==> src/rtl/core/trps_pkg.sv <==
// Shared types, constants and codes for the tree routing parent selector.
package trps_pkg;

    // Defaults for the top-level parameters
    localparam int NEIGHBOR_SLOTS_DEF = 5;
    localparam int MAX_NODES_DEF      = 15;
    localparam int HOP_SLOTS_DEF      = 5;

    // Fixed field widths
    localparam int CFG_IDX_W  = 2;
    localparam int CFG_DATA_W = 8;

    // Routing constants
    localparam logic [7:0] NO_ADDR        = 8'hff;
    localparam logic [7:0] LEVEL_RESET    = 8'h7f;
    localparam logic [7:0] LEVEL_NONE     = 8'hff;
    localparam logic [7:0] LEVEL_CAP      = 8'd8;
    localparam logic [3:0] ROUTE_RELOAD   = 4'd10;
    localparam logic [7:0] POT_LOW        = 8'd60;
    localparam logic [7:0] POT_HIGH       = 8'd80;
    localparam logic [2:0] FWD_HOLD       = 3'd4;
    localparam logic [2:0] BEACON_PERIOD  = 3'd2;
    localparam logic [2:0] BEACON_HOPS    = 3'd1;

    // Configuration register reset values
    localparam logic [3:0] NODE_ADDR_RST  = 4'd1;
    localparam logic [7:0] DIVIDER_RST    = 8'd4;
    localparam logic [7:0] RETRY_RST      = 8'd3;
    localparam logic [7:0] THRESHOLD_RST  = 8'd25;

    typedef enum logic [1:0] {
        CMD_MESSAGE = 2'd0,
        CMD_TICK    = 2'd1,
        CMD_SAMPLE  = 2'd2
    } t_cmd;

    typedef enum logic [1:0] {
        SEND_NONE    = 2'd0,
        SEND_BEACON  = 2'd1,
        SEND_FORWARD = 2'd2
    } t_send_kind;

    typedef enum logic [CFG_IDX_W-1:0] {
        CFG_NODE_ADDRESS   = 2'd0,
        CFG_INIT_DIVIDER   = 2'd1,
        CFG_INIT_RETRY     = 2'd2,
        CFG_THRESHOLD      = 2'd3
    } t_cfg_idx;

    typedef struct packed {
        logic [3:0] node_address;
        logic [7:0] change_threshold;
    } t_cfg;

    typedef struct packed {
        logic [1:0] command;
        logic [7:0] last_hop_source;
        logic [7:0] next_hop_source;
        logic [2:0] hops_seen;
        logic [7:0] packet_level;
        logic [7:0] packet_pot;
        logic [7:0] packet_divider;
        logic [7:0] packet_retry_limit;
        logic [9:0] sample_raw;
    } t_in_word;

    typedef struct packed {
        logic [1:0] send_kind;
        logic [7:0] send_parent;
        logic [7:0] send_level;
        logic [2:0] send_hops;
        logic [7:0] send_reading;
        logic       pot_load;
        logic [7:0] pot_value;
        logic       neighbor_write;
        logic [2:0] neighbor_slot;
        logic [3:0] neighbor_id;
    } t_out_word;

endpackage

==> src/rtl/core/trps_if.sv <==
// Valid/ready channel interfaces for the input and result words.
interface trps_in_if;
    logic       valid;
    logic       ready;
    logic [1:0] command;
    logic [7:0] last_hop_source;
    logic [7:0] next_hop_source;
    logic [2:0] hops_seen;
    logic [7:0] packet_level;
    logic [7:0] packet_pot;
    logic [7:0] packet_divider;
    logic [7:0] packet_retry_limit;
    logic [9:0] sample_raw;

    modport source (
        output valid, command, last_hop_source, next_hop_source, hops_seen,
               packet_level, packet_pot, packet_divider, packet_retry_limit, sample_raw,
        input  ready
    );
    modport sink (
        input  valid, command, last_hop_source, next_hop_source, hops_seen,
               packet_level, packet_pot, packet_divider, packet_retry_limit, sample_raw,
        output ready
    );
endinterface

interface trps_out_if;
    logic       valid;
    logic       ready;
    logic [1:0] send_kind;
    logic [7:0] send_parent;
    logic [7:0] send_level;
    logic [2:0] send_hops;
    logic [7:0] send_reading;
    logic       pot_load;
    logic [7:0] pot_value;
    logic       neighbor_write;
    logic [2:0] neighbor_slot;
    logic [3:0] neighbor_id;

    modport source (
        output valid, send_kind, send_parent, send_level, send_hops, send_reading,
               pot_load, pot_value, neighbor_write, neighbor_slot, neighbor_id,
        input  ready
    );
    modport sink (
        input  valid, send_kind, send_parent, send_level, send_hops, send_reading,
               pot_load, pot_value, neighbor_write, neighbor_slot, neighbor_id,
        output ready
    );
endinterface

==> src/rtl/core/trps_cfg.sv <==
// Configuration register file.
module trps_cfg (
    input  logic                                i_clk,
    input  logic                                i_rst_n,
    input  logic                                i_cfg_we,
    input  logic [trps_pkg::CFG_IDX_W-1:0]      i_cfg_idx,
    input  logic [trps_pkg::CFG_DATA_W-1:0]     i_cfg_data,
    output trps_pkg::t_cfg                      o_cfg,
    output logic [7:0]                          o_init_divider,
    output logic [7:0]                          o_init_retry
);

    logic [3:0] r_node_address;
    logic [7:0] r_init_divider;
    logic [7:0] r_init_retry;
    logic [7:0] r_threshold;

    always_ff @(posedge i_clk) begin
        if (!i_rst_n) begin
            r_node_address <= trps_pkg::NODE_ADDR_RST;
            r_init_divider <= trps_pkg::DIVIDER_RST;
            r_init_retry   <= trps_pkg::RETRY_RST;
            r_threshold    <= trps_pkg::THRESHOLD_RST;
        end else if (i_cfg_we) begin
            case (trps_pkg::t_cfg_idx'(i_cfg_idx))
                trps_pkg::CFG_NODE_ADDRESS: r_node_address <= i_cfg_data[3:0];
                trps_pkg::CFG_INIT_DIVIDER: r_init_divider <= i_cfg_data;
                trps_pkg::CFG_INIT_RETRY:   r_init_retry   <= i_cfg_data;
                trps_pkg::CFG_THRESHOLD:    r_threshold    <= i_cfg_data;
                default: ;
            endcase
        end
    end

    assign o_cfg.node_address     = r_node_address;
    assign o_cfg.change_threshold = r_threshold;
    assign o_init_divider         = r_init_divider;
    assign o_init_retry           = r_init_retry;

endmodule

==> src/rtl/core/trps_engine.sv <==
// Routing state registers and the single-pass update logic for one word.
module trps_engine #(
    parameter int NEIGHBOR_SLOTS = trps_pkg::NEIGHBOR_SLOTS_DEF,
    parameter int MAX_NODES      = trps_pkg::MAX_NODES_DEF,
    parameter int HOP_SLOTS      = trps_pkg::HOP_SLOTS_DEF
) (
    input  logic                i_clk,
    input  logic                i_rst_n,
    input  logic                i_step,
    input  trps_pkg::t_in_word  i_word,
    input  trps_pkg::t_cfg      i_cfg,
    input  logic [7:0]          i_init_divider,
    input  logic [7:0]          i_init_retry,
    output trps_pkg::t_out_word o_word
);

    localparam int RING_W = (NEIGHBOR_SLOTS > 1) ? $clog2(NEIGHBOR_SLOTS) : 1;

    logic [7:0]        r_parent,      n_parent;
    logic [7:0]        r_level,       n_level;
    logic [7:0]        r_cand_parent, n_cand_parent;
    logic [7:0]        r_cand_level,  n_cand_level;
    logic [3:0]        r_route,       n_route;
    logic [7:0]        r_retry,       n_retry;
    logic [7:0]        r_retry_limit, n_retry_limit;
    logic [2:0]        r_beacon,      n_beacon;
    logic [7:0]        r_div,         n_div;
    logic [7:0]        r_div_limit,   n_div_limit;
    logic [7:0]        r_reading,     n_reading;
    logic [RING_W-1:0] r_ring,        n_ring;
    logic [7:0]        r_pot,         n_pot;

    logic [7:0]        node_ext;
    logic [RING_W+2:0] slot_ext;
    logic [4:0]        hop_inc;
    logic [8:0]        new_level;
    logic [7:0]        sample_val;
    logic [7:0]        change_mag;
    trps_pkg::t_out_word res;

    assign node_ext = {4'b0000, i_cfg.node_address};
    assign slot_ext = {3'b000, r_ring};

    always_comb begin
        n_parent      = r_parent;
        n_level       = r_level;
        n_cand_parent = r_cand_parent;
        n_cand_level  = r_cand_level;
        n_route       = r_route;
        n_retry       = r_retry;
        n_retry_limit = r_retry_limit;
        n_beacon      = r_beacon;
        n_div         = r_div;
        n_div_limit   = r_div_limit;
        n_reading     = r_reading;
        n_ring        = r_ring;
        n_pot         = r_pot;
        res           = '0;
        hop_inc       = {2'b00, i_word.hops_seen} + 5'd1;
        new_level     = {1'b0, r_cand_level} + 9'd1;
        sample_val    = i_word.sample_raw[9:2];
        change_mag    = (r_reading >= sample_val) ? (r_reading - sample_val)
                                                  : (sample_val - r_reading);
        if (hop_inc > 5'(HOP_SLOTS - 1)) begin
            hop_inc = 5'(HOP_SLOTS - 1);
        end

        case (trps_pkg::t_cmd'(i_word.command))
            trps_pkg::CMD_MESSAGE: begin
                // Track the candidate parent and log the neighbor
                if (i_word.last_hop_source < 8'(MAX_NODES) &&
                    i_word.last_hop_source != node_ext) begin
                    if (r_cand_level > i_word.packet_level &&
                        i_word.packet_level < trps_pkg::LEVEL_CAP) begin
                        n_cand_level  = i_word.packet_level;
                        n_cand_parent = i_word.last_hop_source;
                    end
                    if (n_cand_level == i_word.packet_level &&
                        r_parent == i_word.last_hop_source) begin
                        n_cand_parent = i_word.last_hop_source;
                    end
                    res.neighbor_write = 1'b1;
                    res.neighbor_slot  = slot_ext[2:0];
                    res.neighbor_id    = i_word.last_hop_source[3:0];
                    n_ring = (r_ring == RING_W'(NEIGHBOR_SLOTS - 1)) ? '0 : r_ring + 1'b1;
                end
                // Forward a message addressed here
                if (i_word.next_hop_source == node_ext && r_parent != trps_pkg::NO_ADDR &&
                    i_word.packet_level > r_level) begin
                    n_beacon           = trps_pkg::FWD_HOLD;
                    res.send_kind      = trps_pkg::SEND_FORWARD;
                    res.send_parent    = r_parent;
                    res.send_level     = r_level;
                    res.send_hops      = hop_inc[2:0];
                    res.send_reading   = r_reading;
                end
                // One-time setup adoption
                if (r_pot == 8'd0 && i_word.packet_pot > trps_pkg::POT_LOW &&
                    i_word.packet_pot < trps_pkg::POT_HIGH) begin
                    n_pot         = i_word.packet_pot;
                    n_div_limit   = i_word.packet_divider;
                    n_retry_limit = i_word.packet_retry_limit;
                    res.pot_load  = 1'b1;
                    res.pot_value = i_word.packet_pot;
                end
            end
            trps_pkg::CMD_TICK: begin
                if (r_div != 8'd0) begin
                    n_div = r_div - 8'd1;
                end else begin
                    n_div   = r_div_limit;
                    n_route = (r_route != 4'd0) ? r_route - 4'd1 : 4'd0;
                    if ((n_route == 4'd0 || r_parent == trps_pkg::NO_ADDR) &&
                        r_cand_parent != trps_pkg::NO_ADDR) begin
                        n_route = trps_pkg::ROUTE_RELOAD;
                        if (new_level < {1'b0, r_level} || r_retry == 8'd0) begin
                            n_parent      = r_cand_parent;
                            n_level       = new_level[8] ? 8'hff : new_level[7:0];
                            n_cand_level  = trps_pkg::LEVEL_NONE;
                            n_cand_parent = trps_pkg::NO_ADDR;
                            n_retry       = r_retry_limit;
                        end else begin
                            n_retry = r_retry - 8'd1;
                        end
                    end
                    n_beacon = (r_beacon != 3'd0) ? r_beacon - 3'd1 : 3'd0;
                    if (n_beacon == 3'd0 && n_parent != trps_pkg::NO_ADDR) begin
                        n_beacon           = trps_pkg::BEACON_PERIOD;
                        res.send_kind      = trps_pkg::SEND_BEACON;
                        res.send_parent    = n_parent;
                        res.send_level     = n_level;
                        res.send_hops      = trps_pkg::BEACON_HOPS;
                        res.send_reading   = r_reading;
                    end
                end
            end
            trps_pkg::CMD_SAMPLE: begin
                if (change_mag > i_cfg.change_threshold) begin
                    n_beacon = 3'd0;
                end
                n_reading = sample_val;
            end
            default: ;
        endcase
    end

    always_ff @(posedge i_clk) begin
        if (!i_rst_n) begin
            r_parent      <= trps_pkg::NO_ADDR;
            r_level       <= trps_pkg::LEVEL_RESET;
            r_cand_parent <= trps_pkg::NO_ADDR;
            r_cand_level  <= trps_pkg::LEVEL_NONE;
            r_route       <= '0;
            r_retry       <= '0;
            r_retry_limit <= trps_pkg::RETRY_RST;
            r_beacon      <= '0;
            r_div         <= '0;
            r_div_limit   <= trps_pkg::DIVIDER_RST;
            r_reading     <= '0;
            r_ring        <= '0;
            r_pot         <= '0;
        end else if (i_step) begin
            r_parent      <= n_parent;
            r_level       <= n_level;
            r_cand_parent <= n_cand_parent;
            r_cand_level  <= n_cand_level;
            r_route       <= n_route;
            r_retry       <= n_retry;
            r_retry_limit <= n_retry_limit;
            r_beacon      <= n_beacon;
            r_div         <= n_div;
            r_div_limit   <= n_div_limit;
            r_reading     <= n_reading;
            r_ring        <= n_ring;
            r_pot         <= n_pot;
        end
    end

    assign o_word = res;

    // The engine loads its divider and retry limits at reset from their own reset constants;
    // later writes to the init registers have no effect on the engine.
    logic unused_init;
    assign unused_init = ^{i_init_divider, i_init_retry};

endmodule

==> src/rtl/core/trps_out_reg.sv <==
// Result register: holds one word until the downstream side takes it.
module trps_out_reg (
    input  logic                i_clk,
    input  logic                i_rst_n,
    input  logic                i_push,
    input  trps_pkg::t_out_word i_word,
    output logic                o_can_take,
    trps_out_if.source          o_out
);

    logic                r_valid;
    trps_pkg::t_out_word r_word;

    assign o_can_take = !r_valid || o_out.ready;

    always_ff @(posedge i_clk) begin
        if (!i_rst_n) begin
            r_valid <= 1'b0;
        end else if (o_can_take) begin
            r_valid <= i_push;
        end
    end

    always_ff @(posedge i_clk) begin
        if (o_can_take && i_push) begin
            r_word <= i_word;
        end
    end

    assign o_out.valid          = r_valid;
    assign o_out.send_kind      = r_word.send_kind;
    assign o_out.send_parent    = r_word.send_parent;
    assign o_out.send_level     = r_word.send_level;
    assign o_out.send_hops      = r_word.send_hops;
    assign o_out.send_reading   = r_word.send_reading;
    assign o_out.pot_load       = r_word.pot_load;
    assign o_out.pot_value      = r_word.pot_value;
    assign o_out.neighbor_write = r_word.neighbor_write;
    assign o_out.neighbor_slot  = r_word.neighbor_slot;
    assign o_out.neighbor_id    = r_word.neighbor_id;

endmodule

==> src/rtl/core/tree_routing_parent_selector_core.sv <==
// Top level of the tree routing parent selector: input register, engine, result register.
// Path: the input register feeds the engine, whose result word is registered for o_out.
// Throughput: one word per cycle while the result register is not stalled; the whole state
//   update is one pass of compare and counter logic between the input and result registers.
// A stalled result register holds the engine; the input register still takes one word.
// Reset (synchronous, active low) clears both valid flags and loads all routing state
//   and configuration registers with their reset values; there is no clearing pass.
module tree_routing_parent_selector_core #(
    parameter int NEIGHBOR_SLOTS = trps_pkg::NEIGHBOR_SLOTS_DEF,
    parameter int MAX_NODES      = trps_pkg::MAX_NODES_DEF,
    parameter int HOP_SLOTS      = trps_pkg::HOP_SLOTS_DEF
) (
    input  logic                            i_clk,
    input  logic                            i_rst_n,
    input  logic                            i_cfg_we,
    input  logic [trps_pkg::CFG_IDX_W-1:0]  i_cfg_idx,
    input  logic [trps_pkg::CFG_DATA_W-1:0] i_cfg_data,
    trps_in_if.sink                         i_in,
    trps_out_if.source                      o_out
);

    trps_pkg::t_cfg      cfg;
    logic [7:0]          init_divider;
    logic [7:0]          init_retry;

    // Input register
    logic                r_in_valid;
    trps_pkg::t_in_word  r_in_word;
    trps_pkg::t_in_word  in_word;

    trps_pkg::t_out_word step_word;
    logic                out_can_take;
    logic                step;
    logic                in_take;

    // Advance the held word into the engine when the result register has room
    assign step    = r_in_valid && out_can_take;
    assign i_in.ready = !r_in_valid || step;
    assign in_take = i_in.valid && i_in.ready;

    assign in_word.command            = i_in.command;
    assign in_word.last_hop_source    = i_in.last_hop_source;
    assign in_word.next_hop_source    = i_in.next_hop_source;
    assign in_word.hops_seen          = i_in.hops_seen;
    assign in_word.packet_level       = i_in.packet_level;
    assign in_word.packet_pot         = i_in.packet_pot;
    assign in_word.packet_divider     = i_in.packet_divider;
    assign in_word.packet_retry_limit = i_in.packet_retry_limit;
    assign in_word.sample_raw         = i_in.sample_raw;

    always_ff @(posedge i_clk) begin
        if (!i_rst_n) begin
            r_in_valid <= 1'b0;
        end else if (i_in.ready) begin
            r_in_valid <= i_in.valid;
        end
    end

    // Payload needs no reset; load only on an accepted word
    always_ff @(posedge i_clk) begin
        if (in_take) begin
            r_in_word <= in_word;
        end
    end

    trps_cfg u_cfg (
        .i_clk          (i_clk),
        .i_rst_n        (i_rst_n),
        .i_cfg_we       (i_cfg_we),
        .i_cfg_idx      (i_cfg_idx),
        .i_cfg_data     (i_cfg_data),
        .o_cfg          (cfg),
        .o_init_divider (init_divider),
        .o_init_retry   (init_retry)
    );

    // Update routing state and build the result word in one pass
    trps_engine #(
        .NEIGHBOR_SLOTS (NEIGHBOR_SLOTS),
        .MAX_NODES      (MAX_NODES),
        .HOP_SLOTS      (HOP_SLOTS)
    ) u_engine (
        .i_clk          (i_clk),
        .i_rst_n        (i_rst_n),
        .i_step         (step),
        .i_word         (r_in_word),
        .i_cfg          (cfg),
        .i_init_divider (init_divider),
        .i_init_retry   (init_retry),
        .o_word         (step_word)
    );

    // Hold the result word until downstream takes it
    trps_out_reg u_out_reg (
        .i_clk      (i_clk),
        .i_rst_n    (i_rst_n),
        .i_push     (step),
        .i_word     (step_word),
        .o_can_take (out_can_take),
        .o_out      (o_out)
    );

endmodule

==> src/flat_wrapper.sv <==
// flat-port wrapper written by rule: the top's interface ports become plain ports
module tree_routing_parent_selector_core_flat 
#(
    parameter int NEIGHBOR_SLOTS = trps_pkg::NEIGHBOR_SLOTS_DEF,
    parameter int MAX_NODES      = trps_pkg::MAX_NODES_DEF,
    parameter int HOP_SLOTS      = trps_pkg::HOP_SLOTS_DEF
)
  (i_clk, i_rst_n, i_cfg_we, i_cfg_idx, i_cfg_data, i_in_valid, i_in_command, i_in_last_hop_source, i_in_next_hop_source, i_in_hops_seen, i_in_packet_level, i_in_packet_pot, i_in_packet_divider, i_in_packet_retry_limit, i_in_sample_raw, i_in_ready, o_out_valid, o_out_send_kind, o_out_send_parent, o_out_send_level, o_out_send_hops, o_out_send_reading, o_out_pot_load, o_out_pot_value, o_out_neighbor_write, o_out_neighbor_slot, o_out_neighbor_id, o_out_ready);
  trps_in_if i_in_i ();
  trps_out_if o_out_i ();
  input  logic i_clk;
  input  logic i_rst_n;
  input  logic i_cfg_we;
  input  logic [trps_pkg::CFG_IDX_W-1:0] i_cfg_idx;
  input  logic [trps_pkg::CFG_DATA_W-1:0] i_cfg_data;
  input wire logic [$bits(i_in_i.valid)-1:0] i_in_valid;
  input wire logic [$bits(i_in_i.command)-1:0] i_in_command;
  input wire logic [$bits(i_in_i.last_hop_source)-1:0] i_in_last_hop_source;
  input wire logic [$bits(i_in_i.next_hop_source)-1:0] i_in_next_hop_source;
  input wire logic [$bits(i_in_i.hops_seen)-1:0] i_in_hops_seen;
  input wire logic [$bits(i_in_i.packet_level)-1:0] i_in_packet_level;
  input wire logic [$bits(i_in_i.packet_pot)-1:0] i_in_packet_pot;
  input wire logic [$bits(i_in_i.packet_divider)-1:0] i_in_packet_divider;
  input wire logic [$bits(i_in_i.packet_retry_limit)-1:0] i_in_packet_retry_limit;
  input wire logic [$bits(i_in_i.sample_raw)-1:0] i_in_sample_raw;
  output wire logic [$bits(i_in_i.ready)-1:0] i_in_ready;
  output wire logic [$bits(o_out_i.valid)-1:0] o_out_valid;
  output wire logic [$bits(o_out_i.send_kind)-1:0] o_out_send_kind;
  output wire logic [$bits(o_out_i.send_parent)-1:0] o_out_send_parent;
  output wire logic [$bits(o_out_i.send_level)-1:0] o_out_send_level;
  output wire logic [$bits(o_out_i.send_hops)-1:0] o_out_send_hops;
  output wire logic [$bits(o_out_i.send_reading)-1:0] o_out_send_reading;
  output wire logic [$bits(o_out_i.pot_load)-1:0] o_out_pot_load;
  output wire logic [$bits(o_out_i.pot_value)-1:0] o_out_pot_value;
  output wire logic [$bits(o_out_i.neighbor_write)-1:0] o_out_neighbor_write;
  output wire logic [$bits(o_out_i.neighbor_slot)-1:0] o_out_neighbor_slot;
  output wire logic [$bits(o_out_i.neighbor_id)-1:0] o_out_neighbor_id;
  input wire logic [$bits(o_out_i.ready)-1:0] o_out_ready;
  assign i_in_i.valid = i_in_valid;
  assign i_in_i.command = i_in_command;
  assign i_in_i.last_hop_source = i_in_last_hop_source;
  assign i_in_i.next_hop_source = i_in_next_hop_source;
  assign i_in_i.hops_seen = i_in_hops_seen;
  assign i_in_i.packet_level = i_in_packet_level;
  assign i_in_i.packet_pot = i_in_packet_pot;
  assign i_in_i.packet_divider = i_in_packet_divider;
  assign i_in_i.packet_retry_limit = i_in_packet_retry_limit;
  assign i_in_i.sample_raw = i_in_sample_raw;
  assign i_in_ready = i_in_i.ready;
  assign o_out_valid = o_out_i.valid;
  assign o_out_send_kind = o_out_i.send_kind;
  assign o_out_send_parent = o_out_i.send_parent;
  assign o_out_send_level = o_out_i.send_level;
  assign o_out_send_hops = o_out_i.send_hops;
  assign o_out_send_reading = o_out_i.send_reading;
  assign o_out_pot_load = o_out_i.pot_load;
  assign o_out_pot_value = o_out_i.pot_value;
  assign o_out_neighbor_write = o_out_i.neighbor_write;
  assign o_out_neighbor_slot = o_out_i.neighbor_slot;
  assign o_out_neighbor_id = o_out_i.neighbor_id;
  assign o_out_i.ready = o_out_ready;
  tree_routing_parent_selector_core #(.NEIGHBOR_SLOTS(NEIGHBOR_SLOTS), .MAX_NODES(MAX_NODES), .HOP_SLOTS(HOP_SLOTS)) u_core (.i_clk(i_clk), .i_rst_n(i_rst_n), .i_cfg_we(i_cfg_we), .i_cfg_idx(i_cfg_idx), .i_cfg_data(i_cfg_data), .i_in(i_in_i), .o_out(o_out_i));
endmodule
==> config.mk <==
export PLATFORM = sky130hd
export DESIGN_NAME = tree_routing_parent_selector_core_flat
export DESIGN_NICKNAME = d
export VERILOG_FILES = /design/src/rtl/core/trps_pkg.sv /design/src/rtl/core/trps_if.sv /design/src/rtl/core/trps_cfg.sv /design/src/rtl/core/trps_engine.sv /design/src/rtl/core/trps_out_reg.sv /design/src/rtl/core/tree_routing_parent_selector_core.sv /design/src/flat_wrapper.sv
export SDC_FILE = /design/constraint.sdc
export NUM_CORES = 1
export LEC_CHECK = 0
export BUFFER_PORTS_ARGS = -buffer_cell sky130_fd_sc_hd__buf_2
export CORE_ASPECT_RATIO = 1.1
export CORE_UTILIZATION = 54
export CTS_CLUSTER_SIZE = 10
export DETAILED_ROUTE_END_ITERATION = 12
export PLACE_DENSITY = 0.75
export SYNTH_ARGS = -nofsm -noshare
export SYNTH_HDL_FRONTEND = slang
export SYNTH_SLANG_ARGS = --single-unit
==> constraint.sdc <==
create_clock -name i_clk -period 5.7 [get_ports i_clk]
set_clock_uncertainty 0.15 [all_clocks]
set_input_delay 1.14 -clock i_clk [delete_from_list [all_inputs] [get_ports i_clk]]
set_output_delay 1.14 -clock i_clk [all_outputs]
set_load 0.1 [all_outputs]
==> results of run 1 <==
-- cell type report --
cell class,count,area share [%]
multi-input combinational,644,36.50
sequential,211,46.55
clock buffer,45,6.159
timing repair buffer,132,6.005
tap,238,2.618
antenna,1,0.02200
inverter,65,2.145
-- cell usage in the layout, fill, tap and decap left out, drive strengths merged, types with 41 or more instances in the layout --
cell / n
nand3: 41
nor2: 61
ha: 59
nand2: 121
edfxtp: 107
buf: 132
clkbuf: 45
dfxtp: 104
a21oi: 72
inv: 65
-- cells in the mapped netlist, drive strengths merged (20+ instances only) --
| master | n |
|---|---|
| and2 | 21 |
| xor2 | 25 |
| a21oi | 72 |
| nor3 | 20 |
| nand2 | 121 |
| nand3 | 41 |
| edfxtp | 107 |
| inv | 65 |
| nor2 | 61 |
| o21ai | 30 |
| ha | 59 |
| dfxtp | 104 |
| clkbuf | 22 |
-- worst max-delay path, cell delays in order (launching register included) --
cell	delay, ps
dfxtp_1	330
inv_1	90
ha_1	150
inv_1	60
fa_1	390
nand3_1	120
nand4_1	160
a31oi_1	670
mux2_2	430
a21oi_1	150
o21ai_0	110
xor2_1	170
ha_1	300
nand3_1	100
a21o_1	160
a21oi_1	200
o221ai_2	190
or4_1	500
a21oi_1	140
-- per-layer routing --
layer | vias to the layer above | global-route usage [%]
met5 | - | 0
met2 | 200 | 36.29
met1 | 3356 | 29.18
met3 | 34 | 3.835
li1 | 3661 | -
met4 | 0 | 6.957
-- power breakdown --
part           switching, mW  internal (mW)
Clock                  0.551          0.818
Sequential            0.0315           1.65
Combinational          0.268          0.112
Total                  0.851           2.58
-- kinds of logic after synthesis --
logic type	Yosys count	synth area share (%)
XOR/XNOR	36	3.213
multiplexers	12	1.249
other	1	0.03821
flip-flops	211	53.95
AND/OR/NAND/NOR	329	16.04
adder cells (fa/ha/maj)	61	7.930
buffers and inverters	96	3.799
AO/OA/AOI/OAI	205	13.78
-- per-stage QoR --
| step | util, % | power [mW] |
|---|---|---|
| finish | 64.13 | 3.434 |
| global route | 64.11 | 3.576 |
| CTS | 64.11 | 3.470 |
| detailed placement | 60.16 | 2.093 |
| global placement | 60.16 | 2.087 |
| floorplan | - | 1.993 |
-- worst paths after layout --
kind | to | cells after the start | startpoint
worst max-delay path | u_core.u_engine.r_beacon[0] | 18 | u_core.u_engine.r_reading[0]
worst min register to register | u_core.u_engine.r_retry_limit[3] | 2 | u_core.u_engine.r_retry_limit[3]
worst max register to register | u_core.u_engine.r_beacon[0] | 18 | u_core.u_engine.r_reading[0]
worst min-delay path | u_core.u_engine.r_retry_limit[3] | 2 | u_core.u_engine.r_retry_limit[3]
==> flow_summary.toml, run 1 <==
[synth]
synth_top_area_share_pct = 32.74
netlist.top_cell.by_area = "edfxtp_1"
synthCells = 951
syn_avg_cell_area_um2 = 10.32
synth.yosys.warnings = 0
syn_nets = 1090
ys_async_sr_fraction_pct = 0
post_synth_instance_area_um2 = 9814
synth_edf_count = 107
dominantRegCellSynth = "edfxtp_1"
synth-seq-area-share_pct = 53.95
synth_seq_cells = 211
ys_types = 62
netlist_top_cells_area = "edfxtp_1, dfxtp_1, ha_1"

[clock_network]
clock-sinks = 211
tritoncts = "yes"
clock-root-buffer = "clkbuf_16"
cts_buffer_depth = 3
ctsHoldBuffers = 0
tritoncts.num_buffers = 25
cts_resized = 0
post_cts.repair.setup_buffers = 0
cts.clk_slew.worst_paths_ps = 50
ctsHtreeMaxLevel = 1
clock_insertion_delay_worst_skew_ps = 510

[detailed_routing]
route.antenna.remaining_nets = 0
drt-met1-wl_um = 9142
highest-signal-layer = "met4"
vias_per_cell = 5.427
wl_met2_um = 9641
met3_length_um = 1214
initialDrtViolationCount = 431
vias = 7251
remaining_drc_errors = 0
first_pass_drt_iterations = 5
postRouteWirelength_um = 20420
wl_per_cell_um = 15.29

[power_and_ir_drop]
worst_ir_drop_on_vdd_v = 0.0002602
power.density_cell_area_nw_per_um2 = 301.8
p_leak_nw = 4.694

[timing]
grt_setup_unrepaired = "no"
setup_slack_ps = 1051
finalMaxSlewViolations = 0
report.final.setup_viol = 0
final.setup.tns_ps = 0
maxSlewHeadroom_pct = 39.66
final_hold_viol_count = 0
hold-worst-slack_ps = 301.4
fmax_mhz = 215.1
period_share_pct = 81.56
worst_pin_slew_ps = 905.0
finalWorstPathRequiredPeriod_ps = 4649

[place]
pre_cts_slack_ps = 1116
hpwl_um = 14360
dpl.cell_count = 1290
detailed_place.area_um2 = 10670
io_buffers = 123
gp_congestion = 0.8730

[worst_setup_path]
criticalPathCategory = "reg -> reg"
reg2reg_slack_ps = 1050
worst-path-max-fanout = 8
timing.critical_path.from_type = "register"
timing.critical_path.to_type = "register"
cp_data_arrival_time_ps = 4920
worstPathRequired_ps = 5980

[cells_and_area]
fin_cells = 1336
register_name_with_the_most_flops = "u_core.r_in_word"
multiInputGateArea_um2 = 4153
seqCellArea_um2 = 5295
n_fill_cell = 1490
areaGrowthSynthToFinish_pct = 15.91
design.final.nets = 1218
largest_reg_flops = 61
drive_above_1_share_pct = 16.04
post-route-cell-area_um2 = 11380

[status]
outcome = "completed"

[job]
max_cap_violations = 0

[die]
floorplan.io_pins = 126
initial_utilization_pct = 55.33
die_area_um2 = 18720
core_area_um2 = 17740
placement_rows = 51
die_w_um = 130.5
die_h_um = 143.4

[grt]
groute.usage.overall_pct = 21.96
antenna_found_initial = 0
grt_first_pass_wirelength_um = 32650
largest_net_degree_at_the_start_of_global_routing = 39
vias_in_the_first_global_route = 6786
grt_overflow = 0

[min_path]
hp-class = "reg -> reg"
Note: power is estimated with default switching activity, not from simulation.
==> run 2, diff against run 1 <==
--- a/config.mk
+++ b/config.mk
@@ -7,10 +7,10 @@
 export LEC_CHECK = 0
 export BUFFER_PORTS_ARGS = -buffer_cell sky130_fd_sc_hd__buf_2
 export CORE_ASPECT_RATIO = 1.1
-export CORE_UTILIZATION = 54
+export CORE_UTILIZATION = 52
 export CTS_CLUSTER_SIZE = 10
 export DETAILED_ROUTE_END_ITERATION = 12
-export PLACE_DENSITY = 0.75
+export PLACE_DENSITY = 0.76
 export SYNTH_ARGS = -nofsm -noshare
 export SYNTH_HDL_FRONTEND = slang
 export SYNTH_SLANG_ARGS = --single-unit
==> constraint.sdc (replaced) <==
create_clock -name i_clk -period 3.9 [get_ports i_clk]
set_clock_uncertainty 0.15 [all_clocks]
set_input_delay 0.78 -clock i_clk [delete_from_list [all_inputs] [get_ports i_clk]]
set_output_delay 0.78 -clock i_clk [all_outputs]
set_load 0.1 [all_outputs]
==> run 2 against run 1 <==
Against the previous run: via count rose by 4.6%; wire length rose by 4.8%; flip-flop and latch count did not move; final cell count rose by 2.4%; critical path depth did not move; sequential power rose by 46%; final area rose by 3.3%; critical endpoint unchanged; largest cell class unchanged.
==> flow_summary.toml, run 2 (synthesis results as in run 1) <==
[worst_setup_path]
timing.critical_path.from_type = "register"
critPathBufInv = 3
cpPeakStageDelay_ps = 440
timing.critical_path.mode_cell = "buf_4"
critical_path.startpoint = "u_core.r_in_word[3]"
critical-path-slowest-cell = "or4_1"
timing.critical_path.to_type = "register"
cp_data_arrival_time_ps = 4090
worst-path-max-fanout = 4
timing.critical_path.cells = "buf_4 -> ha_1 -> nand4_1 -> nand4_1 -> a31oi_4 -> buf_4 -> buf_4 -> o22ai_2 -> nand2_1 -> o31ai_2 -> nor3_2 -> ha_1 -> nand3_2 -> a21o_1 -> a21oi_2 -> o221ai_2 -> or4_1 -> a21oi_2"
reg2reg_slack_ps = 90
setup.worst_path.end = "u_core.u_engine.r_beacon[0]"
criticalPathCategory = "reg -> reg"
rr_endpoint = "u_core.u_engine.r_beacon[0]"
worstPathRequired_ps = 4180
crit_reg_reg_startpoint = "u_core.r_in_word[3]"
cp_num_cells = 18
worst-r2r-cell-count = 18
cp_top_family = "compound AO/OA/AOI/OAI gates"

[clock_network]
cts.clk_slew.worst_paths_ps = 60
ctsHtreeMaxLevel = 1
tritoncts.num_buffers = 25
clock-sinks = 211
cts_buffer_depth = 3
tritoncts = "yes"
clock_insertion_delay_worst_skew_ps = 510
clock-root-buffer = "clkbuf_16"
ctsHoldBuffers = 0

[detailed_routing]
first_pass_drt_iterations = 6
postRouteWirelength_um = 21400
route.antenna.remaining_nets = 0
initialDrtViolationCount = 466
wl_per_cell_um = 15.65
remaining_drc_errors = 0
vias = 7585
vias_per_cell = 5.545

[cells_and_area]
design.final.nets = 1245
areaGrowthSynthToFinish_pct = 19.68
largest_reg_flops = 61
drive_above_1_share_pct = 20.11
register_name_with_the_most_flops = "u_core.r_in_word"
final_cell_mix = "buf_2, nand2_1, edfxtp_1"
post-route-cell-area_um2 = 11750
final_common_cell = "buf_2"
fin_util_pct = 63.79

[place]
hpwl_um = 14970
io_buffers = 123
detailed_place.area_um2 = 10890
gp_congestion = 0.9075

[die]
die_area_um2 = 19430
initial_utilization_pct = 53.30
die_w_um = 133.0
die_h_um = 146.1
placement_rows = 52
floorplan.io_pins = 126
core_area_um2 = 18410

[timing]
grt_setup_unrepaired = "yes"
final.setup.tns_ps = 0
maxSlewHeadroom_pct = 43.13
report.final.setup_viol = 0
worst_pin_slew_ps = 852.9
fmax_mhz = 262.6
final_hold_viol_count = 0
period_share_pct = 97.63
finalWorstPathRequiredPeriod_ps = 3808
hold-worst-slack_ps = 287.1
finalMaxSlewViolations = 0

[min_path]
hp-class = "in -> reg"
hold_path.startpoint = "i_in_packet_level[7]"

[grt]
largest_net_degree_at_the_start_of_global_routing = 44
grtUsageMet2_pct = 37.25
grt_use_met3_pct = 3.368
vias_in_the_first_global_route = 7146
grt_first_pass_wirelength_um = 34320
global_route.usage.met1_pct = 28.32
grt_overflow = 0
antenna_found_initial = 1
groute.usage.overall_pct = 21.82
grt_most_used_layer = "met2"

[power_and_ir_drop]
worst_ir_drop_on_vdd_v = 0.0003480
p_leak_nw = 4.870
power.density_cell_area_nw_per_um2 = 437.4

[job]
max_cap_violations = 0

[status]
outcome = "completed"
==> run 2: cell types whose count changed in the layout (fill, tap and decap cells not counted), sizes merged <==
cell  change
buf      +27
==> run 2: report_power, final <==
part	switching, mW	internal (mW)	total [mW]
clock	0.824	1.25	2.08
combinational	0.410	0.190	0.600
sequential	0.0470	2.42	2.46
total	1.28	3.86	5.14
==> run 2: per-layer routing <==
layer / vias to the layer above / routed length [um] / part of all wire [%]
met5: - / 0 / 0
met4: 0 / 483 / 2.3
met3: 39 / 1301 / 6.1
met2: 246 / 10320 / 48
met1: 3587 / 9301 / 43
li1: 3713 / - / -
==> run 2: cell type report <==
type,count,area (um^2)
Clock buffer,45,732.0
Inverter,65,244.0
Sequential cell,211,5296
Tap cell,243,304.0
Antenna cell,1,2.502
Multi-Input combinational cell,644,4257
Timing Repair Buffer,159,910.9
Fill cell,1466,6666
==> run 2: worst min-delay path by stage <==
stage	slack, ps	cells after the start	end
2_1_floorplan	280	2	u_core.u_engine.r_pot[6]
3_3_place_gp	290	2	u_core.u_engine.r_pot[6]
3_5_place_dp	290	2	u_core.u_engine.r_div_limit[2]
4_1_cts	270	1	u_core.r_in_word[41]
5_1_grt	270	1	u_core.r_in_word[36]
6_report	290	1	u_core.r_in_word[41]
==> run 2: repair_timing <==
action / 4_1_cts / 5_1_grt
pin swaps: 2 / 17
setup endpoints to repair: 3 / 15
resized for setup: 3 / 22
setup buffers: 1 / 3
==> run 2: per-stage QoR <==
| step | cells | power (mW) | setup slack [ps] |
|---|---|---|---|
| 3_3_place_gp | 1318 | 3.069 | -76.26 |
| 4_1_cts | 1364 | 5.164 | 0.7896 |
| 6_report | 1368 | 5.138 | 92.50 |
| 5_1_grt | 1368 | 5.338 | -70.76 |
| 3_5_place_dp | 1318 | 3.081 | -141.2 |
| 2_1_floorplan | 951 | 2.915 | 5.687 |
